`src/hw/rtl/mnd_ram.sv`:
```
// Generic single-write, single-read synchronous RAM with registered read data.
`timescale 1ns / 1ps
module mnd_ram #(
    parameter int WIDTH = 8,
    parameter int DEPTH = 256
) (
    input  logic                     clk,
    input  logic                     we,
    input  logic [$clog2(DEPTH)-1:0] waddr,
    input  logic [WIDTH-1:0]         wdata,
    input  logic                     re,
    input  logic [$clog2(DEPTH)-1:0] raddr,
    output logic [WIDTH-1:0]         rdata
);

    logic [WIDTH-1:0] mem_reg [DEPTH];
    logic [WIDTH-1:0] rdata_reg;

    always_ff @(posedge clk)
    begin
        if (we)
        begin
            mem_reg[waddr] <= wdata;
        end
        if (re)
        begin
            rdata_reg <= mem_reg[raddr];
        end
    end

    assign rdata = rdata_reg;

endmodule

```
`config.mk`:
```
export PLATFORM = sky130hd
export DESIGN_NAME = mnd_ram
export DESIGN_NICKNAME = d
export VERILOG_FILES = /design/src/hw/rtl/mnd_ram.sv
export SDC_FILE = /design/constraint.sdc
export NUM_CORES = 2
export LEC_CHECK = 0
export BUFFER_PORTS_ARGS = -buffer_cell sky130_fd_sc_hd__buf_2
export CORE_MARGIN = 2
export CORE_UTILIZATION = 30
export CTS_CLUSTER_SIZE = 25
export DETAILED_ROUTE_END_ITERATION = 6
export HOLD_SLACK_MARGIN = 0.02
export PLACE_DENSITY = 0.41
export SYNTH_ARGS = -nofsm -noshare
export SYNTH_HDL_FRONTEND = slang
export SYNTH_SLANG_ARGS = --single-unit
```
`constraint.sdc`:
```
create_clock -name clk -period 4.7 [get_ports clk]
set_clock_uncertainty 0.15 [all_clocks]
set_input_delay 0.705 -clock clk [delete_from_list [all_inputs] [get_ports clk]]
set_output_delay 0.705 -clock clk [all_outputs]
set_load 0.005 [all_outputs]
```
* After elaboration in Yosys (flattened, before gate mapping) *
Memory sizes are Yosys's and may differ from the RTL's. A register that Yosys moved wholly into a read port is not among the register bits.
Cells that the tools add are included.

storage, ports and cells
  register bits = 0
  word-level logic and storage cells = 3
  bits in writable memories = 2048
  memories = 1
  output and inout port bits = 8

memory list
  name     words  width  rd ports  clocked after Yosys merged registers in  write ports  RTL line  text
  mem_reg  256    8      1         1                                        1            16        logic [WIDTH-1:0] mem_reg [DEPTH];

cells by class
  multiplexer cells = 2

operators by type and width
  kind               number
  two-way mux 1 bit  2

* Depth between registers and ports, before layout *
  word-level depth = 2
  depth in mapped cells = 11

* Worst setup path after synthesis *
No wires, ideal clock.

  path type = in2reg
  start point = input port raddr[0]
  end point = register rdata_reg[2] (netlist: rdata[2]) (read register of mem_reg) (data pin)
  path slack = 1.769 ns
  required time = 4.281 ns
  stages on the path = 9
  arrival = 2.512 ns
  cells stage by stage = buf_6 > buf_12 > buf_8 > buf_2 > mux4_2 > a22oi_1 > a21oi_1 > nor4_1 > nor4_2

RTL lines
  what             RTL line  text
  start, declared  12        input logic [$clog2(DEPTH)-1:0] raddr,
  end, declared    17        logic [WIDTH-1:0] rdata_reg;

==> impl_metrics.yaml <==
min_path:
  timing.hold.worst.start: "re"
  min_path_type: "in2reg"
  whs_endpoint: "rdata[3]"
  worst_hold_path.num_cells: 1
synth:
  number_of_nets_produced_by_synthesis: 3760
  post_synth_inst_count: 3733
  synthesis_warning_total: 0
  yosys-top-cells-area: "sky130_fd_sc_hd__edfxtp_1, sky130_fd_sc_hd__mux4_2, sky130_fd_sc_hd__mux2i_1"
  ys_ff_latch: 2056
  async_reset_ff_share_pct: 0
  yosys.cell_count.top_type: "sky130_fd_sc_hd__edfxtp_1"
  ys_seq_area_share_pct: 77.53
  ys_top_cells_by_count: "sky130_fd_sc_hd__edfxtp_1, sky130_fd_sc_hd__mux4_2, sky130_fd_sc_hd__nor2_1"
  synth_largest_type_area_fraction_pct: 77.53
  cell_taking_the_most_area_after_synthesis: "sky130_fd_sc_hd__edfxtp_1"
  ys_dominant_reg_cell: "sky130_fd_sc_hd__edfxtp_1"
  edff_count_synth: 2056
  area_of_the_mapped_netlist_sq_mm: 0.07964
  synth.distinct_cells: 54
  post_synth.cell_area_avg_sq_um: 21.33
timing:
  tns_ns: 0
  slew_violations: 0
  timing_worst_slew_pin_value_ns: 1.151
  setup_viol: 0
  timing.final.crit_share_pct: 80.89
  max_slew_margin_pct: 23.10
  unrepaired_setup_endpoints_after_global_routing: "false"
  hold_violations: 0
  timing.fmax_mhz: 263.0
  timing.final.crit_period_ns: 3.802
worst_setup_path:
  crit_path_frequent_cell: "sky130_fd_sc_hd__buf_4"
  timing_worst_setup_path_type: "in2reg"
  worstPathBufferInverterCount: 4
  critPathMaxFanout: 19
  crit_family: "simple AND/OR/NAND/NOR gates"
  r2r-end: "rdata[3]"
  critical_path.cell_chain: "buf_2 -> buf_4 -> and3_1 -> o221ai_1 -> a21oi_1 -> nor3_1 -> buf_4 -> nor4_1 -> buf_4 -> nor4_2"
  worstSetupStartpointType: "input pin"
  crit_path_max_cell_delay_ns: 0.92
  reg2reg_from: "mem_reg[83][3]"
  worstPathArrival_ns: 4.26
  endpoint_kind: "flop"
  register_to_register_path_setup_slack_ns: 1.45
  cp.required_ns: 5.16
  rr_worst_depth: 7
  critical_path.startpoint: "raddr[4]"
  critical-path-slowest-cell: "sky130_fd_sc_hd__nor4_1"
power_and_ir_drop:
  power_density_mw_per_mm2: 423.4
  power.static_leakage_nw: 28.37
  irDropWorstVdd_mv: 0.3736
grt:
  largest_net_degree_at_the_start_of_global_routing: 135
  grt.total_usage_pct: 17.11
  first_global_vias: 39790
  initial_antenna_violation_count: 17
  grt_overflow: 0
  grt_first_pass_wirelength_microns: 325200
route:
  drtAntennaViolNets: 0
  vias_per_cell: 4.985
  drt_pre_antenna_iters: 5
  drt_first_iter_violations: 3862
  met3_length_microns: 11040
  topRoutingLayerUsed: "met5"
  routed_wire_length_per_instance_microns: 30.09
  wl_met1_microns: 106700
  routed-via-count: 38670
  route.detailed.drc: 0
  detail_route.wirelength_microns: 233400
  met2_wirelength_from_detailed_routing_microns: 110900
floorplanning:
  top_level_ports: 35
  start_util_pct: 30.09
  core_area_sq_mm: 0.2646
  die_area_sq_mm: 0.2696
  fp.dieW_microns: 519.2
  floorplan.rows: 189
  dieHeight_microns: 519.2
cts:
  clkLatencyLatePin_ns: 0.88
  clockRootBuffer: "sky130_fd_sc_hd__clkbuf_16"
  number_of_buffers_added_to_fix_hold_violations_after_cts: 0
  clk_pin_slew_ns: 0.06
  post_cts_buffers: 0
  cts-buffers-inserted: 223
  cts_tree: "built"
  clock_sink_count: 2056
  htreeDepth: 4
  clock_path_buffers: 3
  cts-resized-gates: 0
place:
  detailed_place_hpwl_microns: 143700
  gp_congestion: 0.7805
  numPortBuffers: 34
  dpl.cell_count: 7337
outcome:
  outcome: "completed"
cells_and_area:
  synthToLayoutAreaGrowth_pct: 15.97
  layout.cells.non_filler: 7757
  post_layout_nets: 4056
  largest_register_ffs: 2048
  finish.utilization_pct: 34.90
  final_layout_size_suffix_gt1_share_pct: 26.06
run:
  maxCapViolations: 0
-- cell usage in the layout (no fill, tap or decap), types with 9 or more instances in the layout --
| cell | count |
|---|---|
| sky130_fd_sc_hd__a211oi_1 | 16 |
| sky130_fd_sc_hd__buf_8 | 10 |
| sky130_fd_sc_hd__nor3_1 | 22 |
| sky130_fd_sc_hd__nor4_1 | 24 |
| sky130_fd_sc_hd__clkbuf_1 | 44 |
| sky130_fd_sc_hd__o221ai_1 | 46 |
| sky130_fd_sc_hd__o22ai_1 | 28 |
| sky130_fd_sc_hd__nand4_1 | 10 |
| sky130_fd_sc_hd__buf_12 | 27 |
| sky130_fd_sc_hd__a22oi_1 | 133 |
| sky130_fd_sc_hd__buf_2 | 22 |
| sky130_fd_sc_hd__clkinv_1 | 61 |
| sky130_fd_sc_hd__clkinv_2 | 51 |
| sky130_fd_sc_hd__o21ai_0 | 10 |
| sky130_fd_sc_hd__nand2_1 | 33 |
| sky130_fd_sc_hd__nor2b_1 | 28 |
| sky130_fd_sc_hd__o211ai_1 | 10 |
| sky130_fd_sc_hd__clkbuf_16 | 226 |
| sky130_fd_sc_hd__nor2_1 | 279 |
| sky130_fd_sc_hd__edfxtp_1 | 2056 |
| sky130_fd_sc_hd__mux4_2 | 454 |
| sky130_fd_sc_hd__nand3_1 | 25 |
| sky130_fd_sc_hd__nand3_2 | 9 |
| sky130_fd_sc_hd__a221oi_1 | 13 |
| sky130_fd_sc_hd__a21oi_1 | 96 |
| sky130_fd_sc_hd__bufinv_16 | 13 |
| sky130_fd_sc_hd__mux2i_1 | 134 |
| sky130_fd_sc_hd__buf_4 | 245 |
-- metrics by stage --
| stage | area [sq um] | setup slack [ns] | total power [W] | hold WS [ns] |
|---|---|---|---|---|
| global route | 92350 | 0.9927 | 0.04037 | 0.08826 |
| floorplan | 79640 | 1.769 | 0.02161 | 0.6539 |
| detailed placement | 85350 | 0.2200 | 0.02267 | 1.013 |
| global placement | 85350 | 0.1126 | 0.02266 | 1.038 |
| CTS | 92340 | 1.165 | 0.03962 | 0.08982 |
| finish | 92360 | 0.8980 | 0.03910 | 0.1350 |
-- worst max path at each step --
| stage | to | slack (ns) | cells after the start |
|---|---|---|---|
| after floorplan | rdata[2] | 1.77 | 9 |
| after global placement | rdata[2] | 0.11 | 10 |
| after detailed placement | rdata[2] | 0.22 | 10 |
| after CTS | rdata[2] | 1.16 | 10 |
| after global routing | rdata[2] | 0.99 | 10 |
| final | rdata[2] | 0.90 | 10 |
-- per-layer routing --
layer  track usage, %  up-vias
met5                0        -
met4            3.675        4
met3            2.814      280
met2            27.26      943
met1            24.58    21090
li1                 -    16350
-- cells by family (layout without fill, tap and decap cells) --
kind of cell / count (synthesis) / after routing / share of synthesized area (%)
buf+inv: 235 / 720 / 1.829
compound gates: 385 / 385 / 3.416
flops: 2056 / 2056 / 77.53
other cells: 0 / 6 / 0
mux: 591 / 591 / 14.60
simple gates: 466 / 466 / 2.625
-- report_power, final --
group | total (W) | switching (W) | internal (W) | leakage, nW
Clock | 0.0169 | 0.00736 | 0.00951 | 3.42
Sequential | 0.0203 | 0.0000336 | 0.0202 | 18.5
Combinational | 0.00197 | 0.00131 | 0.000661 | 6.46
-- cell type report --
type                            count  area [sq um]
Fill cell                       24630        172300
Antenna cell                        6         15.01
Multi-Input combinational cell   1442         16540
Timing Repair Buffer              304          2640
Inverter                            2         7.507
Clock inverter                    144          1175
Clock buffer                      270          5821
Tap cell                         3533          4420
Sequential cell                  2056         61740
No activity file was read; power rests on OpenSTA's default activity.
