<file path="config.mk">
export PLATFORM = sky130hd
export DESIGN_NAME = mnd_core
export DESIGN_NICKNAME = d
export VERILOG_FILES = /design/src/hw/rtl/mnd_pkg.sv /design/src/hw/rtl/mnd_div.sv /design/src/hw/rtl/mnd_core.sv
export SDC_FILE = /design/constraint.sdc
export NUM_CORES = 1
export LEC_CHECK = 0
export ABC_AREA = 1
export BUFFER_PORTS_ARGS = -buffer_cell sky130_fd_sc_hd__buf_2
export CAP_MARGIN = 30
export CORE_ASPECT_RATIO = 1.5
export CORE_UTILIZATION = 48
export CTS_BUF_LIST = sky130_fd_sc_hd__clkbuf_8
export DETAILED_ROUTE_END_ITERATION = 8
export PLACE_DENSITY = 0.78
export SYNTH_ARGS = -nofsm -noshare
export SYNTH_HDL_FRONTEND = slang
export SYNTH_SLANG_ARGS = --single-unit
</file>
<file path="constraint.sdc">
create_clock -name clk -period 4.5 [get_ports clk]
set_clock_uncertainty 0.2 [all_clocks]
set_input_delay 0.675 -clock clk [delete_from_list [all_inputs] [get_ports clk]]
set_output_delay 0.675 -clock clk [all_outputs]
set_load 0.02 [all_outputs]
</file>
<file path="src/hw/rtl/mnd_pkg.sv">
// Shared constants, types and codes for the masked neighborhood dilation unit.
`timescale 1ns / 1ps
package mnd_pkg;

    // Image store geometry; both sizes are powers of two so an address is {row, col}.
    localparam int MAX_WIDTH   = 256;
    localparam int MAX_HEIGHT  = 256;
    localparam int COL_W       = $clog2(MAX_WIDTH);
    localparam int ROW_W       = $clog2(MAX_HEIGHT);
    localparam int ADDR_W      = COL_W + ROW_W;
    localparam int STORE_DEPTH = MAX_WIDTH * MAX_HEIGHT;

    localparam int DIM_W   = 9;
    localparam int CHAN_W  = 8;
    localparam int NUM_CH  = 4;
    localparam int COUNT_W = 4;
    localparam int SUM_W   = 12;
    localparam int PIX_W   = NUM_CH * CHAN_W + 1;

    // Divider lane: quotient known to fit DIV_Q_W bits.
    localparam int DIV_NUM_W = 13;
    localparam int DIV_DEN_W = 9;
    localparam int DIV_Q_W   = 8;
    localparam int DIV_CNT_W = $clog2(DIV_Q_W);

    localparam logic KIND_WRITE = 1'b0;
    localparam logic KIND_QUERY = 1'b1;

    typedef enum logic [0:0] {
        CFG_WIDTH  = 1'b0,
        CFG_HEIGHT = 1'b1
    } cfg_idx_t;

    typedef enum logic [3:0] {
        ST_CLEAR,
        ST_IDLE,
        ST_WRAP,
        ST_CALC,
        ST_READ,
        ST_DRAIN,
        ST_AVG,
        ST_AVG_WAIT,
        ST_OUT
    } state_t;

    typedef struct packed {
        logic              kind;
        logic [7:0]        col;
        logic [7:0]        row_pos;
        logic [CHAN_W-1:0] alpha;
        logic [CHAN_W-1:0] blue;
        logic [CHAN_W-1:0] green;
        logic [CHAN_W-1:0] red;
        logic              covered;
    } item_t;

    typedef struct packed {
        logic [CHAN_W-1:0]  red;
        logic [CHAN_W-1:0]  green;
        logic [CHAN_W-1:0]  blue;
        logic [CHAN_W-1:0]  alpha;
        logic [COUNT_W-1:0] count;
    } result_t;

endpackage

</file>
<file path="src/hw/rtl/mnd_div.sv">
// Restoring divider lane that produces one quotient bit per cycle.
`timescale 1ns / 1ps
module mnd_div
    import mnd_pkg::*;
(
    input  logic                 clk,
    input  logic                 rst_n,
    input  logic                 start,
    input  logic [DIV_NUM_W-1:0] num,
    input  logic [DIV_DEN_W-1:0] den,
    output logic                 done,
    output logic [DIV_Q_W-1:0]   quot,
    output logic [DIV_DEN_W-1:0] rem
);

    logic                 busy_reg, busy_next;
    logic                 done_reg, done_next;
    logic [DIV_CNT_W-1:0] cnt_reg, cnt_next;
    logic [DIV_DEN_W-1:0] part_reg, part_next;
    logic [DIV_DEN_W-1:0] den_reg, den_next;
    logic [DIV_Q_W-1:0]   low_reg, low_next;
    logic [DIV_Q_W-1:0]   quot_reg, quot_next;
    logic [DIV_DEN_W:0]   trial;
    logic                 qbit;

    always_comb
    begin
        busy_next = busy_reg;
        done_next = 1'b0;
        cnt_next  = cnt_reg;
        part_next = part_reg;
        den_next  = den_reg;
        low_next  = low_reg;
        quot_next = quot_reg;
        trial     = {part_reg, low_reg[DIV_Q_W-1]};
        qbit      = (trial >= {1'b0, den_reg});
        if (start)
        begin
            // The quotient fits DIV_Q_W bits, so the high part is already below the divisor.
            busy_next = 1'b1;
            cnt_next  = '0;
            part_next = DIV_DEN_W'(num[DIV_NUM_W-1:DIV_Q_W]);
            low_next  = num[DIV_Q_W-1:0];
            den_next  = den;
        end
        else if (busy_reg)
        begin
            part_next = qbit ? DIV_DEN_W'(trial - {1'b0, den_reg}) : trial[DIV_DEN_W-1:0];
            low_next  = {low_reg[DIV_Q_W-2:0], 1'b0};
            quot_next = {quot_reg[DIV_Q_W-2:0], qbit};
            cnt_next  = cnt_reg + 1'b1;
            if (cnt_reg == DIV_CNT_W'(DIV_Q_W - 1))
            begin
                busy_next = 1'b0;
                done_next = 1'b1;
            end
        end
    end

    always_ff @(posedge clk or negedge rst_n)
    begin
        if (!rst_n)
        begin
            busy_reg <= 1'b0;
            done_reg <= 1'b0;
            cnt_reg  <= '0;
        end
        else
        begin
            busy_reg <= busy_next;
            done_reg <= done_next;
            cnt_reg  <= cnt_next;
        end
    end

    always_ff @(posedge clk)
    begin
        part_reg <= part_next;
        den_reg  <= den_next;
        low_reg  <= low_next;
        quot_reg <= quot_next;
    end

    assign done = done_reg;
    assign quot = quot_reg;
    assign rem  = part_reg;

endmodule

</file>
<file path="src/hw/rtl/mnd_core.sv">
// Sequencer: store clearing, pixel writes, neighborhood reads, sums and averaging.
`timescale 1ns / 1ps
module mnd_core
    import mnd_pkg::*;
(
    input  logic               clk,
    input  logic               rst_n,
    input  logic               in_valid,
    output logic               in_ready,
    input  item_t              item,
    input  logic [DIM_W-1:0]   w_eff,
    input  logic [DIM_W-1:0]   h_eff,
    input  logic               out_free,
    output logic               res_valid,
    output result_t            res,
    output logic               mem_we,
    output logic [ADDR_W-1:0]  mem_waddr,
    output logic [PIX_W-1:0]   mem_wdata,
    output logic               mem_re,
    output logic [ADDR_W-1:0]  mem_raddr,
    input  logic [PIX_W-1:0]   mem_rdata
);

    state_t              state_reg, state_next;
    logic [ADDR_W-1:0]   clr_reg, clr_next;
    logic [1:0]          dx_reg, dx_next;
    logic [1:0]          dy_reg, dy_next;
    logic                pend_reg, pend_next;
    logic [COL_W-1:0]    cx_reg, cx_next;
    logic [ROW_W-1:0]    cy_reg, cy_next;
    logic [COL_W-1:0]    xs_reg [3];
    logic [ROW_W-1:0]    ys_reg [3];
    logic [SUM_W-1:0]    sum_reg [NUM_CH];
    logic [COUNT_W-1:0]  cnt_reg;

    logic                in_range;
    logic                div_start;
    logic                div_avg;
    logic                load_taps;
    logic [DIV_NUM_W-1:0] div_num  [NUM_CH];
    logic [DIV_DEN_W-1:0] div_den  [NUM_CH];
    logic [NUM_CH-1:0]    div_done;
    logic [DIV_Q_W-1:0]   div_quot [NUM_CH];
    logic [DIV_DEN_W-1:0] div_rem  [NUM_CH];

    assign in_range = ({1'b0, item.col} < w_eff) && ({1'b0, item.row_pos} < h_eff);
    assign div_avg  = (state_reg == ST_AVG);

    // Lanes 0 and 1 reduce the query centre; all four lanes later form the averages.
    always_comb
    begin
        for (int i = 0; i < NUM_CH; i++)
        begin
            if (div_avg)
            begin
                div_num[i] = DIV_NUM_W'({sum_reg[i], 1'b0}) + DIV_NUM_W'(cnt_reg);
                div_den[i] = DIV_DEN_W'({cnt_reg, 1'b0});
            end
            else
            begin
                div_num[i] = '0;
                div_den[i] = DIV_DEN_W'(1);
            end
        end
        if (!div_avg)
        begin
            div_num[0] = DIV_NUM_W'(item.col);
            div_den[0] = w_eff;
            div_num[1] = DIV_NUM_W'(item.row_pos);
            div_den[1] = h_eff;
        end
    end

    for (genvar g = 0; g < NUM_CH; g++)
    begin : g_lane
        mnd_div u_div (
            .clk   (clk),
            .rst_n (rst_n),
            .start (div_start),
            .num   (div_num[g]),
            .den   (div_den[g]),
            .done  (div_done[g]),
            .quot  (div_quot[g]),
            .rem   (div_rem[g])
        );
    end

    always_comb
    begin
        state_next = state_reg;
        clr_next   = clr_reg;
        dx_next    = dx_reg;
        dy_next    = dy_reg;
        cx_next    = cx_reg;
        cy_next    = cy_reg;
        in_ready   = 1'b0;
        mem_we     = 1'b0;
        mem_waddr  = {item.row_pos[ROW_W-1:0], item.col[COL_W-1:0]};
        mem_wdata  = {item.covered, item.alpha, item.blue, item.green, item.red};
        mem_re     = 1'b0;
        mem_raddr  = {ys_reg[dy_reg], xs_reg[dx_reg]};
        div_start  = 1'b0;
        load_taps  = 1'b0;
        res_valid  = 1'b0;
        unique case (state_reg)
            ST_CLEAR:
            begin
                mem_we    = 1'b1;
                mem_waddr = clr_reg;
                mem_wdata = '0;
                clr_next  = clr_reg + 1'b1;
                if (clr_reg == ADDR_W'(STORE_DEPTH - 1))
                begin
                    state_next = ST_IDLE;
                end
            end
            ST_IDLE:
            begin
                in_ready = 1'b1;
                if (in_valid)
                begin
                    if (item.kind == KIND_WRITE)
                    begin
                        mem_we = in_range;
                    end
                    else if (in_range)
                    begin
                        cx_next    = item.col[COL_W-1:0];
                        cy_next    = item.row_pos[ROW_W-1:0];
                        state_next = ST_CALC;
                    end
                    else
                    begin
                        div_start  = 1'b1;
                        state_next = ST_WRAP;
                    end
                end
            end
            ST_WRAP:
            begin
                if (div_done[0])
                begin
                    cx_next    = div_rem[0][COL_W-1:0];
                    cy_next    = div_rem[1][ROW_W-1:0];
                    state_next = ST_CALC;
                end
            end
            ST_CALC:
            begin
                load_taps  = 1'b1;
                dx_next    = '0;
                dy_next    = '0;
                state_next = ST_READ;
            end
            ST_READ:
            begin
                mem_re = 1'b1;
                if (dx_reg == 2'd2)
                begin
                    dx_next = '0;
                    dy_next = dy_reg + 1'b1;
                    if (dy_reg == 2'd2)
                    begin
                        state_next = ST_DRAIN;
                    end
                end
                else
                begin
                    dx_next = dx_reg + 1'b1;
                end
            end
            ST_DRAIN:
            begin
                state_next = ST_AVG;
            end
            ST_AVG:
            begin
                div_start  = 1'b1;
                state_next = ST_AVG_WAIT;
            end
            ST_AVG_WAIT:
            begin
                if (div_done[0])
                begin
                    state_next = ST_OUT;
                end
            end
            ST_OUT:
            begin
                if (out_free)
                begin
                    res_valid  = 1'b1;
                    state_next = ST_IDLE;
                end
            end
            default:
            begin
                state_next = ST_IDLE;
            end
        endcase
    end

    assign pend_next = mem_re;

    always_comb
    begin
        if (cnt_reg == '0)
        begin
            res = '0;
        end
        else
        begin
            res.red   = div_quot[0];
            res.green = div_quot[1];
            res.blue  = div_quot[2];
            res.alpha = div_quot[3];
            res.count = cnt_reg;
        end
    end

    always_ff @(posedge clk or negedge rst_n)
    begin
        if (!rst_n)
        begin
            state_reg <= ST_CLEAR;
            clr_reg   <= '0;
            dx_reg    <= '0;
            dy_reg    <= '0;
            pend_reg  <= 1'b0;
        end
        else
        begin
            state_reg <= state_next;
            clr_reg   <= clr_next;
            dx_reg    <= dx_next;
            dy_reg    <= dy_next;
            pend_reg  <= pend_next;
        end
    end

    // Wrapped neighbor coordinates, sums and the covered count.
    always_ff @(posedge clk)
    begin
        cx_reg <= cx_next;
        cy_reg <= cy_next;
        if (load_taps)
        begin
            xs_reg[0] <= (cx_reg == '0) ? COL_W'(w_eff - 1'b1) : cx_reg - 1'b1;
            xs_reg[1] <= cx_reg;
            xs_reg[2] <= ((DIM_W'(cx_reg) + 1'b1) >= w_eff) ? '0 : cx_reg + 1'b1;
            ys_reg[0] <= (cy_reg == '0) ? ROW_W'(h_eff - 1'b1) : cy_reg - 1'b1;
            ys_reg[1] <= cy_reg;
            ys_reg[2] <= ((DIM_W'(cy_reg) + 1'b1) >= h_eff) ? '0 : cy_reg + 1'b1;
            for (int i = 0; i < NUM_CH; i++)
            begin
                sum_reg[i] <= '0;
            end
            cnt_reg <= '0;
        end
        else if (pend_reg && mem_rdata[PIX_W-1])
        begin
            for (int i = 0; i < NUM_CH; i++)
            begin
                sum_reg[i] <= sum_reg[i] + SUM_W'(mem_rdata[i*CHAN_W +: CHAN_W]);
            end
            cnt_reg <= cnt_reg + 1'b1;
        end
    end

endmodule
</file>
**Word-level counts from Yosys, hierarchy flattened**

Memories as Yosys holds them, arrays and structs flattened.
Cells that the tools add are included.

- $add $sub $neg: 28
- Multipliers: 0
- Div/mod/pow operators: 0
- Order comparisons: 8
- Equal/unequal tests: 24
- Shift operators: 0
- Multiplexer cells: 100
- Bitwise logic cells: 5
- Reductions and logical operators: 19

Operator list:

| kind | number |
|---|---|
| $mux 8 | 20 |
| $add 13x4->13 | 4 |
| $add 12x8->12 | 4 |
| $mux 12 | 4 |
| $ge 10x9->1 | 4 |
| $mux 5 | 8 |
| $mux 36 | 1 |
| $mux 9 | 4 |
| $pmux 4 s9 | 1 |
| $sub 9x9->9 | 4 |
| $mux 33 | 1 |
| $mux 1 | 32 |
| $mux 4 | 8 |
| $pmux 8 s2 | 2 |
| $sub 8x1->8 const B | 4 |
| $mux 13 | 2 |
| $mux 26 | 1 |
| $mux 3 | 8 |
| $add 8x1->9 const B | 2 |
| $ge 9x9->1 | 2 |
| $lt 8x9->1 | 2 |
| $add 16x1->16 const B | 1 |
| $add 8x1->8 const B | 2 |
| $eq 16x16->1 const B | 1 |
| other kinds (25) | 62 |

- Register bits: 189
- Bits in latches: 0
- RAM bits: 96
- ROM bits: 0
- Bits of input ports: 105
- Output and inout bits: 105
- Logic and storage cells: 226
- Memories kept: 3

Memories:

| name | depth | width | rd ports | clocked after memory_dff | write ports | RTL line | source |
|---|---|---|---|---|---|---|---|
| sum_reg | 4 | 12 | 4 | 0 | 4 | mnd_core.sv:33 | `logic [SUM_W-1:0] sum_reg [NUM_CH];` |
| xs_reg | 3 | 8 | 1 | 0 | 3 | mnd_core.sv:31 | `logic [COL_W-1:0] xs_reg [3];` |
| ys_reg | 3 | 8 | 1 | 0 | 3 | mnd_core.sv:32 | `logic [ROW_W-1:0] ys_reg [3];` |

**Depth between registers and ports, before layout**

Gate-level depths: netlist (run 1).

- Depth in word-level cells: 8
- Depth in mapped cells: 14
- Mapped depth without buffers: 14

**Cells and area by module**

From an unflattened synthesis (run 1), not the netlist that was laid out.

- Cell total of the unflattened synthesis: 2489
- Area total of the unflattened synthesis: 19527.5 µm²

By module, submodules not included:

| module | instances | cells an instance | area each (µm²) | sequential area each (µm²) |
|---|---|---|---|---|
| mnd_core | 1 | 1609 | 11314.6 | 4068.9 |
| mnd_div | 4 | 220 | 2053.2 | 1106.1 |

**Least setup slack after synthesis (run 1)**

No wires, ideal clock.

- Path type: flip-flop to flip-flop
- From: register state_reg[2]
- To: memory sum_reg[0][0], enable pin
- Setup time: 0.403 ns
- Arrival: 3.207 ns
- Data required time: 3.897 ns
- Path slack: 0.690 ns
- Stages on the path, launching flop included: 6
- Buffers on the path: 0
- Period minus slack after synthesis: 3.810 ns
- Cell sequence: dfrtp_1 inv_1 nand2_4 nor2_2 nor2_1 inv_1

RTL lines:

| element | RTL line | source |
|---|---|---|
| start, declared | mnd_core.sv:24 | `state_t state_reg, state_next;` |
| start signal, assigned | mnd_core.sv:233 | `state_reg <= state_next;` |
| end, declared | mnd_core.sv:33 |  |

**Worst setup path after layout (run 1)**

- From: register state_reg[0]
- To: output mem_waddr[10]

- Longest elaborated chain between the ends: 2

Ends and longest elaborated chain:

| element | RTL line | source |
|---|---|---|
| $logic_not 4->1 | mnd_core.sv:105 | `unique case (state_reg)` |
| $mux 16 | mnd_core.sv:105 |  |
| end, declared | mnd_core.sv:17 | `output logic [ADDR_W-1:0] mem_waddr,` |

No other way between the ends.

==> impl_metrics.py, run 1 <==
metrics = {
    "outcome": {
        "status": "completed",
    },
    "finish": {
        "register_area_sq_mm": 0.00803,
        "fin_util_pct": 55.5,
        "fillers": 3399,
        "area_delta_synth_final_pct": 13.4,
        "num-nets-final": 2700,
        "multiInputGateArea_sq_mm": 0.00837,
        "drive_gt1_share_pct": 13.3,
        "largest_register_ffs": 48,
    },
    "synthesis": {
        "syn-num-nets": 2487,
        "netlist_area_sq_mm": 0.0181,
        "yosysUniqueCellTypes": 48,
        "synth_edf_count": 219,
        "avgSynthCellArea_sq_um": 8.04,
        "yosysWarningCount": 0,
        "yosysTopAreaCell": "edfxtp_1",
        "synth_sequential_area_ratio_pct": 44.4,
        "syn_inst": 2248,
        "ys.flop_type": "edfxtp_1",
        "synthTopCellsByArea": "edfxtp_1 36%, nand2_1 10%, ha_1 8.4%",
        "ys_ff_latch": 281,
        "synthTopCellsByCount": "500 x nand2_1, 370 x inv_1, 227 x nor2_1, 219 x edfxtp_1, 164 x nand3_1",
        "synth.most_common_cell": "nand2_1",
        "ys_async_sr_fraction_pct": 14.9,
        "netlist.area_leader.share_pct": 36.4,
    },
    "setup_path": {
        "cp_num_cells": 5,
        "worst-path-buf-inv": 1,
        "r2r_cells": 12,
        "critical_path_class": "reg2out",
        "crit_path_start_kind": "flip-flop",
        "timing.rr.start": "cx_reg[0]$_DFFE_PP_",
        "cp_data_arrival_time_ns": 2.55,
        "slowest_stage": "nand3_2",
        "startpoint": "state_reg[0]$_DFFE_PN0P_",
        "path_cells": "nor2_2 -> nand3_2 -> nand2_1 -> o21ai_0 -> buf_2",
        "r2r_slack_ns": 1.16,
        "worstPathMaxFanout": 30,
        "max_stage_delay_ns": 0.56,
        "cp-endpoint": "mem_waddr[10]",
        "worst_setup_path_end_kind": "output pin",
        "cpLargestDelayFamily": "simple AND/OR/NAND/NOR gates",
        "r2r_end": "xs_reg[2][7]$_SDFFCE_PP0P_",
        "crit_required_ns": 3.62,
    },
    "power": {
        "vdd_ir_drop_max_uv": 320,
        "powerDensity_mw_per_mm2": 692,
        "p_leak_nw": 10.1,
    },
    "timing": {
        "tns_ns": 0,
        "timing.final.crit_share_pct": 76.2,
        "tightest_slew_ns": 0.859,
        "rsz0062_at_grt": "no",
        "fmax_mhz": 292,
        "hold_violations": 0,
        "drv_slew": 0,
        "relSlewSlack_pct": 42.6,
        "setup_viol": 0,
        "timing.final.crit_period_ns": 3.43,
    },
    "floorplan": {
        "coreArea_sq_mm": 0.0369,
        "dieArea_sq_mm": 0.0384,
        "boundaryPins": 210,
        "start_util_pct": 49.0,
        "row_count": 86,
        "die_height_microns": 240,
        "die_w_microns": 160,
    },
    "grt": {
        "grt_pass1_wl_mm": 76.8,
        "global_route.overflow_total": 0,
        "antenna_found_initial": 1,
        "grt_max_degree": 55,
        "grt_pass1_vias": 15458,
        "grt_usage_pct": 24.9,
    },
    "drt": {
        "vias": 15874,
        "drt-initial-drc-count": 930,
        "via_per_inst": 5.33,
        "drc": 0,
        "finalWirelength_mm": 47.5,
        "ant_nets": 0,
        "post_drt_wl_per_cell_microns": 15.9,
        "first_pass_iters": 5,
    },
    "place": {
        "routabilityCongestion": 0.901,
        "io_buffers": 209,
        "hpwl_mm": 36.5,
    },
    "clock_tree": {
        "cts_tree": "yes",
        "clock_sinks": 281,
        "ctsLongestPathBuffers": 3,
        "post_cts_buffers": 0,
        "root_buffer": "clkbuf_8",
        "htreeDepth": 2,
        "cts_buffers": 45,
        "clock_latency_ns": 0.58,
        "clk_pin_slew_ns": 0.07,
    },
    "min_path": {
        "whs_path_depth": 4,
        "hp-class": "in2reg",
    },
    "flow_run": {
        "drv_cap": 0,
    },
}
==> worst register-to-register path, stage by stage, from the launching register on <==
cell and delay (ns):
edfxtp_1 0.44, inv_1 0.11, nor3_1 0.42, nand4_1 0.18, nor2_1 0.15, xor2_1 0.23, inv_1 0.07, ha_1 0.29
nand2_1 0.07, nor2_1 0.14, nand2_1 0.07, o2111ai_1 0.61, nor2_1 0.10
==> cell usage in the layout (no fill, tap or decap), types with 5 or more instances in the layout <==
master / instances
nor2_1: 226
ha_1: 122
o21a_1: 9
o21ai_1: 11
dfrtp_1: 42
fa_1: 12
inv_2: 9
nand4_1: 64
edfxtp_1: 219
o21ai_0: 138
nand2_1: 499
clkbuf_8: 55
clkinv_1: 9
o211ai_1: 6
nand3_1: 164
buf_2: 209
a21oi_1: 138
o21ai_2: 6
a21o_1: 5
nor2_2: 9
xnor2_1: 10
or2_2: 9
inv_1: 386
clkinv_2: 5
xor2_1: 42
dfxtp_1: 20
buf_4: 10
nor3_1: 15
==> repair_timing <==
item	4_1_cts	5_1_grt
hold endpoints to repair	42	0
endpoints found under the setup margin	0	0
resized for setup	0	0
hold buffers	1	0
==> metal layers <==
metal | vias up | share of wire, % | GRT usage [%]
li1 | 7843 | - | -
met1 | 7397 | 40 | 29.1
met2 | 515 | 50 | 45.0
met3 | 119 | 5.9 | 3.39
met4 | 0 | 4.1 | 11.7
met5 | - | 0 | 0
==> power breakdown <==
group          switching, mW  total (mW)  internal (mW)
Clock                   1.06        2.16           1.10
Combinational           4.60        6.88           2.28
Sequential             0.779        5.14           4.36
Total                   6.44        14.2           7.74
==> worst min path at each step <==
stage,startpoint,end
detailed placement,g_lane[1].u_div.quot[0]$_DFFE_PP_,g_lane[1].u_div.quot[1]$_DFFE_PP_
finish,out_free,state_reg[3]$_DFFE_PN0P_
global placement,g_lane[2].u_div.quot[0]$_DFFE_PP_,g_lane[2].u_div.quot[1]$_DFFE_PP_
floorplan,rst_n,clr_reg[0]$_DFFE_PN0P_
global route,rst_n,dy_reg[1]$_DFFE_PN0P_
CTS,out_free,state_reg[3]$_DFFE_PN0P_
==> area by class of cell <==
| type | count | area share, % |
|---|---|---|
| inverters | 383 | 7.02 |
| multi-input cells | 1528 | 40.9 |
| diodes | 1 | 0.0122 |
| flip-flops and latches | 281 | 39.2 |
| clock inverters | 27 | 0.544 |
| well taps | 484 | 2.96 |
| repair buffers | 222 | 5.72 |
| clock buffers | 55 | 3.70 |
==> through the flow <==
stage / hold WS [ns] / power [mW] / worst slack (ns) / cell area [sq um] / cells
after floorplan: 0.179 / 9.97 / 0.690 / 18100 / 2248
after global routing: 0.238 / 15.3 / 0.870 / 20500 / 2981
after global placement: 0.236 / 11.8 / 1.21 / 19600 / 2895
after detailed placement: 0.244 / 12.0 / 1.14 / 19600 / 2897
final: 0.235 / 14.2 / 1.07 / 20500 / 2981
after CTS: 0.202 / 14.2 / 1.05 / 20500 / 2980
==> kinds of logic after synthesis <==
| family | synth area share [%] |
|---|---|
| compound gates | 9.83 |
| xor+xnor | 2.52 |
| fa+ha+maj | 9.78 |
| buf+inv | 9.30 |
| flops | 44.4 |
| simple gates | 24.2 |
No activity file was read; power rests on OpenSTA's default activity.
==> inputs of run 2 (changes only) <==
PLACE_DENSITY = 0.8   (was 0.78)
clock period = 3.1 ns   (was 4.5 ns; I/O delays follow)
==> run 2 against run 1 <==
  * Non-clock buffer count rose by 22
  * Die area did not move
  * Core utilization rose by 0.93 points
  * Sequential cell count did not move
  * Critical path depth did not move
  * Via count rose by 0.25%
  * Count of clock-buffer cells in the layout fell by 7
  * Final area rose by 1.7%
  * Combinational power rose by 50%
  * Largest power group unchanged
  * Highest routed layer is now met5
==> impl_metrics.py, run 2 (synthesized netlist as in run 1, its figures left out) <==
metrics = {
    "timing": {
        "fmax_mhz": 335,
        "relSlewSlack_pct": 57.3,
        "rsz0062_at_grt": "no",
        "tightest_slew_ns": 0.638,
        "hold_violations": 0,
        "timing.final.crit_share_pct": 96.2,
        "drv_slew": 0,
        "fin_hold_ws_ns": 0.0367,
        "timing.final.crit_period_ns": 2.98,
        "tns_ns": 0,
        "setup_viol": 0,
    },
    "setup_path": {
        "cp-endpoint": "mem_we",
        "slowest_stage": "dfrtp_1",
        "path_cells": "nand2_1 -> nor3_4 -> nand4_1 -> o21ai_0 -> buf_2",
        "crit_path_start_kind": "flip-flop",
        "r2r_slack_ns": 0.30,
        "max_stage_delay_ns": 0.49,
        "crit_required_ns": 2.43,
        "r2r_end": "ys_reg[2][7]$_SDFFCE_PP0P_",
        "startpoint": "state_reg[0]$_DFFE_PN0P_",
        "worst_setup_path_end_kind": "output pin",
        "cp_data_arrival_time_ns": 2.32,
        "worstPathMaxFanout": 6,
        "critical_path_class": "reg2out",
        "r2r_cells": 14,
        "timing.rr.start": "cy_reg[0]$_DFFE_PP_",
    },
    "floorplan": {
        "row_count": 86,
        "die_height_microns": 240,
        "start_util_pct": 49.0,
        "die_w_microns": 160,
        "dieArea_sq_mm": 0.0384,
        "boundaryPins": 210,
        "coreArea_sq_mm": 0.0369,
    },
    "flow_run": {
        "drv_cap": 0,
    },
    "drt": {
        "first_pass_iters": 5,
        "drc": 0,
        "ant_nets": 0,
        "finalWirelength_mm": 48.7,
        "via_per_inst": 5.29,
        "post_drt_wl_per_cell_microns": 16.2,
        "vias": 15914,
        "drt-initial-drc-count": 1003,
    },
    "power": {
        "swShare_pct": 44.7,
        "seqPwrFrac_pct": 34.9,
        "p_leak_nw": 10.2,
        "vdd_ir_drop_max_uv": 526,
        "intPower_mw": 11.8,
        "p_total_mw": 21.3,
        "clock_power_share_pct": 16.6,
        "powerDensity_mw_per_mm2": 1020,
        "power_frac_comb_pct": 48.5,
        "p_sw_mw": 9.52,
    },
    "finish": {
        "fillers": 3314,
        "fin_cells": 3007,
        "drive_gt1_share_pct": 14.3,
        "layout_commonest_cell": "nand2_1",
        "num-nets-final": 2723,
        "largest_register_ffs": 48,
        "area_delta_synth_final_pct": 15.3,
        "mostFrequentLayoutCells": "499 x nand2_1, 376 x inv_1, 226 x nor2_1, 219 x edfxtp_1, 209 x buf_2",
    },
    "clock_tree": {
        "cts_tree": "yes",
        "ctsLongestPathBuffers": 3,
        "cts_buffers": 45,
        "clock_sinks": 281,
        "post_cts_buffers": 0,
        "root_buffer": "clkbuf_8",
        "htreeDepth": 2,
        "clk_pin_slew_ns": 0.07,
        "clock_latency_ns": 0.61,
    },
    "grt": {
        "grt_usage_pct": 25.1,
        "grt_pass1_wl_mm": 76.4,
        "grt_max_degree": 51,
        "global_route.overflow_total": 0,
        "grt_pass1_vias": 15404,
        "antenna_found_initial": 4,
    },
    "place": {
        "routabilityCongestion": 0.924,
        "place_inst": 2917,
        "hpwl_mm": 37.5,
        "io_buffers": 209,
    },
    "min_path": {
        "hp-class": "in2reg",
    },
    "outcome": {
        "status": "completed",
    },
}
run 2: how the worst min path moves through the flow:
stage | startpoint | endpoint | slack (ns) | cells after the start
global route | item[34] | cy_reg[1]$_DFFE_PP_ | 0.06 | 3
CTS | item[42] | cx_reg[1]$_DFFE_PP_ | 0.001 | 3
finish | item[42] | cx_reg[1]$_DFFE_PP_ | 0.04 | 3
detailed placement | rst_n | dx_reg[1]$_DFFE_PN0P_ | 0.1 | 1
global placement | g_lane[0].u_div.quot[6]$_DFFE_PP_ | g_lane[0].u_div.quot[7]$_DFFE_PP_ | 0.24 | 0
floorplan | rst_n | clr_reg[0]$_DFFE_PN0P_ | -0.03 | 0
run 2: stage by stage:
step	util, %	instance area, sq um	worst slack [ns]
global route	56.4	20800	0.0563
global placement	53.5	19800	0.222
floorplan	-	18100	0.263
finish	56.4	20800	0.118
detailed placement	53.6	19800	0.180
CTS	56.4	20800	0.0432
run 2: power by group through the flow:
stage | sequential, mW | clock (mW) | combinational (mW)
global placement | 7.41 | 0 | 9.94
finish | 7.42 | 3.53 | 10.3
CTS | 7.41 | 3.61 | 10.3
detailed placement | 7.47 | 0 | 10.2
global route | 7.60 | 3.74 | 11.6
floorplan | 7.03 | 0 | 7.45
run 2: cell type report:
type / instances / area, sq um / share of cell area, %
Clock inverter: 36 / 322 / 1.54
Sequential cell: 281 / 8030 / 38.5
Clock buffer: 48 / 661 / 3.17
Inverter: 383 / 1440 / 6.92
Multi-Input combinational cell: 1529 / 8400 / 40.3
Timing Repair Buffer: 244 / 1370 / 6.56
Antenna cell: 2 / 5.00 / 0.0240
Tap cell: 484 / 606 / 2.91
run 2: critical path, delay by kind of cell (launching register included):
kind / cells / cell delay, ns
simple gates: 3 / 0.81
flops: 1 / 0.49
compound gates: 1 / 0.22
buf+inv: 1 / 0.19
run 2: routing by layer:
layer | GRT usage [%] | up-vias | wire (microns) | part of all wire (%)
li1 | - | 7886 | - | -
met1 | 28.0 | 7364 | 18600 | 38
met2 | 45.1 | 546 | 24400 | 50
met3 | 3.91 | 114 | 3070 | 6.3
met4 | 14.1 | 4 | 2570 | 5.3
met5 | 0 | - | 20 | 0.041
run 2: what timing repair did:
item,in CTS,in global routing
pin swaps,0,1
gates cloned,0,1
endpoints found under the setup margin,4,12
hold buffers,3,0
hold endpoints to repair,43,0
resized for setup,1,2
==> inputs of run 3 (changes only) <==
RECOVER_POWER = 50   (was unset)
==> run 3 against run 2 <==
  * The flow now finishes with violations (max-capacitance violations, max-slew violations)
  * Cell count unchanged
  * Sequential share of layout area rose by 0.16 points
  * Global-route usage unchanged
  * Largest cell class unchanged
  * Largest power group unchanged
  * Critical path depth rose by 2
==> impl_metrics.py, run 3 (synthesized netlist as in run 1, its figures left out) <==
metrics = {
    "setup_path": {
        "timing.rr.start": "state_reg[0]$_DFFE_PN0P_",
        "worst_setup_path_end_kind": "flip-flop",
        "cp_data_arrival_time_ns": 3.10,
        "slowest_stage": "nand3_1",
        "startpoint": "state_reg[0]$_DFFE_PN0P_",
        "r2r_slack_ns": 0.11,
        "r2r_end": "g_lane[0].u_div.quot[2]$_DFFE_PP_",
        "cp_num_cells": 7,
        "crit_path_start_kind": "flip-flop",
        "cp-endpoint": "g_lane[0].u_div.quot[2]$_DFFE_PP_",
        "crit_required_ns": 3.21,
        "worstPathMaxFanout": 21,
        "worst-path-buf-inv": 2,
        "path_cells": "nand2_1 -> nor3_4 -> nand3_1 -> nand2_1 -> buf_4 -> nor2_1 -> buf_4",
        "critical_path_class": "reg2reg",
        "r2r_cells": 7,
        "cpLargestDelayFamily": "simple AND/OR/NAND/NOR gates",
        "max_stage_delay_ns": 0.55,
    },
    "timing": {
        "relSlewSlack_pct": -38.3,
        "tns_ns": 0,
        "drv_slew": 39,
        "rsz0062_at_grt": "no",
        "fmax_mhz": 334,
        "tightest_slew_ns": 2.07,
        "timing.final.crit_period_ns": 2.99,
        "timing.final.crit_share_pct": 96.4,
        "hold_violations": 0,
        "worst_slack_ns": 0.110,
        "setup_viol": 0,
    },
    "floorplan": {
        "coreArea_sq_mm": 0.0369,
        "die_height_microns": 240,
        "start_util_pct": 49.0,
        "row_count": 86,
        "boundaryPins": 210,
        "dieArea_sq_mm": 0.0384,
        "die_w_microns": 160,
    },
    "finish": {
        "fin_util_pct": 56.2,
        "drive_gt1_share_pct": 13.6,
        "fillers": 3335,
        "largest_register_ffs": 48,
        "mostFrequentLayoutCells": "502 x nand2_1, 379 x inv_1, 229 x nor2_1, 219 x edfxtp_1, 207 x buf_2",
        "layout_commonest_cell": "nand2_1",
        "multiInputGateArea_sq_mm": 0.00836,
        "design_area_sq_mm": 0.0207,
        "register_area_sq_mm": 0.00803,
        "area_delta_synth_final_pct": 14.8,
        "num-nets-final": 2723,
    },
    "grt": {
        "gr-max-usage-layer": "met2",
        "antenna_found_initial": 4,
        "grt_max_degree": 51,
        "grt_usage_pct": 25.1,
        "global_route.overflow_total": 0,
        "grt_util_met1_pct": 28.0,
        "grt_pass1_wl_mm": 76.4,
        "grt_pass1_vias": 15404,
        "use_met2_pct": 45.1,
        "use_met3_pct": 3.91,
    },
    "drt": {
        "ant_nets": 0,
        "vias": 15923,
        "post_drt_wl_per_cell_microns": 16.2,
        "finalWirelength_mm": 48.7,
        "via_per_inst": 5.30,
        "first_pass_iters": 5,
        "drc": 0,
        "drt-initial-drc-count": 1010,
    },
    "clock_tree": {
        "ctsLongestPathBuffers": 3,
        "clock_sinks": 281,
        "cts_tree": "yes",
        "clk_pin_slew_ns": 0.07,
        "clock_latency_ns": 0.60,
        "cts_buffers": 45,
        "htreeDepth": 2,
        "post_cts_buffers": 0,
        "root_buffer": "clkbuf_8",
    },
    "outcome": {
        "failed_checks": "max-capacitance violations, max-slew violations",
        "status": "finished with violations",
    },
    "power": {
        "powerDensity_mw_per_mm2": 1020,
        "p_total_mw": 21.2,
        "vdd_ir_drop_max_uv": 508,
        "p_leak_nw": 10.2,
    },
    "min_path": {
        "hp-class": "in2reg",
    },
    "place": {
        "io_buffers": 209,
        "dpl_worst_slack_ns": 0.180,
        "dpl_cell_area_sq_mm": 0.0198,
        "routabilityCongestion": 0.924,
        "hpwl_mm": 37.5,
    },
    "flow_run": {
        "drv_cap": 1,
    },
}
[run 3: cell count changes in the layout (fill, tap and decap cells not counted), moves of 3 or more]
cell      previous run  this run
nand2_2              3         0
inv_1              376       379
buf_4               28        23
nand2_1            499       502
inv_2                8         5
o21ai_1             11         8
clkbuf_1             0         5
o21ai_0            138       141
nor2_1             226       229
[run 3: repair_timing]
| item | CTS | global route |
|---|---|---|
| setup endpoints to repair | 4 | 12 |
| pin swaps | 0 | 1 |
| resized for setup | 1 | 2 |
| hold buffers | 3 | 0 |
| hold endpoints to repair | 43 | 0 |
| cloned | 0 | 1 |
[run 3: how the worst min path moves through the flow]
stage	from	end	slack, ns	depth (start not counted)
6_report	item[34]	cy_reg[1]$_DFFE_PP_	0.04	3
5_1_grt	item[34]	cy_reg[1]$_DFFE_PP_	0.06	3
4_1_cts	item[42]	cx_reg[1]$_DFFE_PP_	0.001	3
3_5_place_dp	rst_n	dx_reg[1]$_DFFE_PN0P_	0.1	1
3_3_place_gp	g_lane[0].u_div.quot[6]$_DFFE_PP_	g_lane[0].u_div.quot[7]$_DFFE_PP_	0.24	0
2_1_floorplan	rst_n	clr_reg[0]$_DFFE_PN0P_	-0.03	0
[run 3: layout make-up]
cell class | instances | area share (%)
timing repair buffer | 244 | 6.39
clock inverter | 36 | 1.55
inverter | 383 | 6.95
clock buffer | 48 | 3.18
antenna | 2 | 0.0241
multi-input combinational | 1529 | 40.3
sequential | 281 | 38.7
tap | 484 | 2.92
[run 3: per-stage QoR]
| stage | cells | hold slack, ns |
|---|---|---|
| after floorplan | 2248 | -0.0306 |
| after global placement | 2916 | 0.244 |
| after detailed placement | 2917 | 0.0975 |
| after CTS | 3004 | 0.00120 |
| after global routing | 3007 | 0.0569 |
| final | 3007 | 0.0415 |
[run 3: per-layer routing]
metal	wire length (microns)	vias to the layer above	share of wire (%)
li1	-	7889	-
met3	3020	119	6.2
met5	20	-	0.041
met2	24400	540	50
met4	2560	4	5.2
met1	18700	7371	38
[run 3: report_power, final]
part | internal (mW) | total, mW | switching [mW]
registers | 6.33 | 7.43 | 1.10
logic | 3.44 | 10.3 | 6.83
clock network | 1.96 | 3.53 | 1.57
total | 11.7 | 21.2 | 9.50
[run 3: worst min-delay path: cells and delay by family]
family	cells	cell delay, ns
and+or+nand+nor	1	0.06
AOI/OAI and AO/OA	1	0.06
buffers and inverters	1	0.15
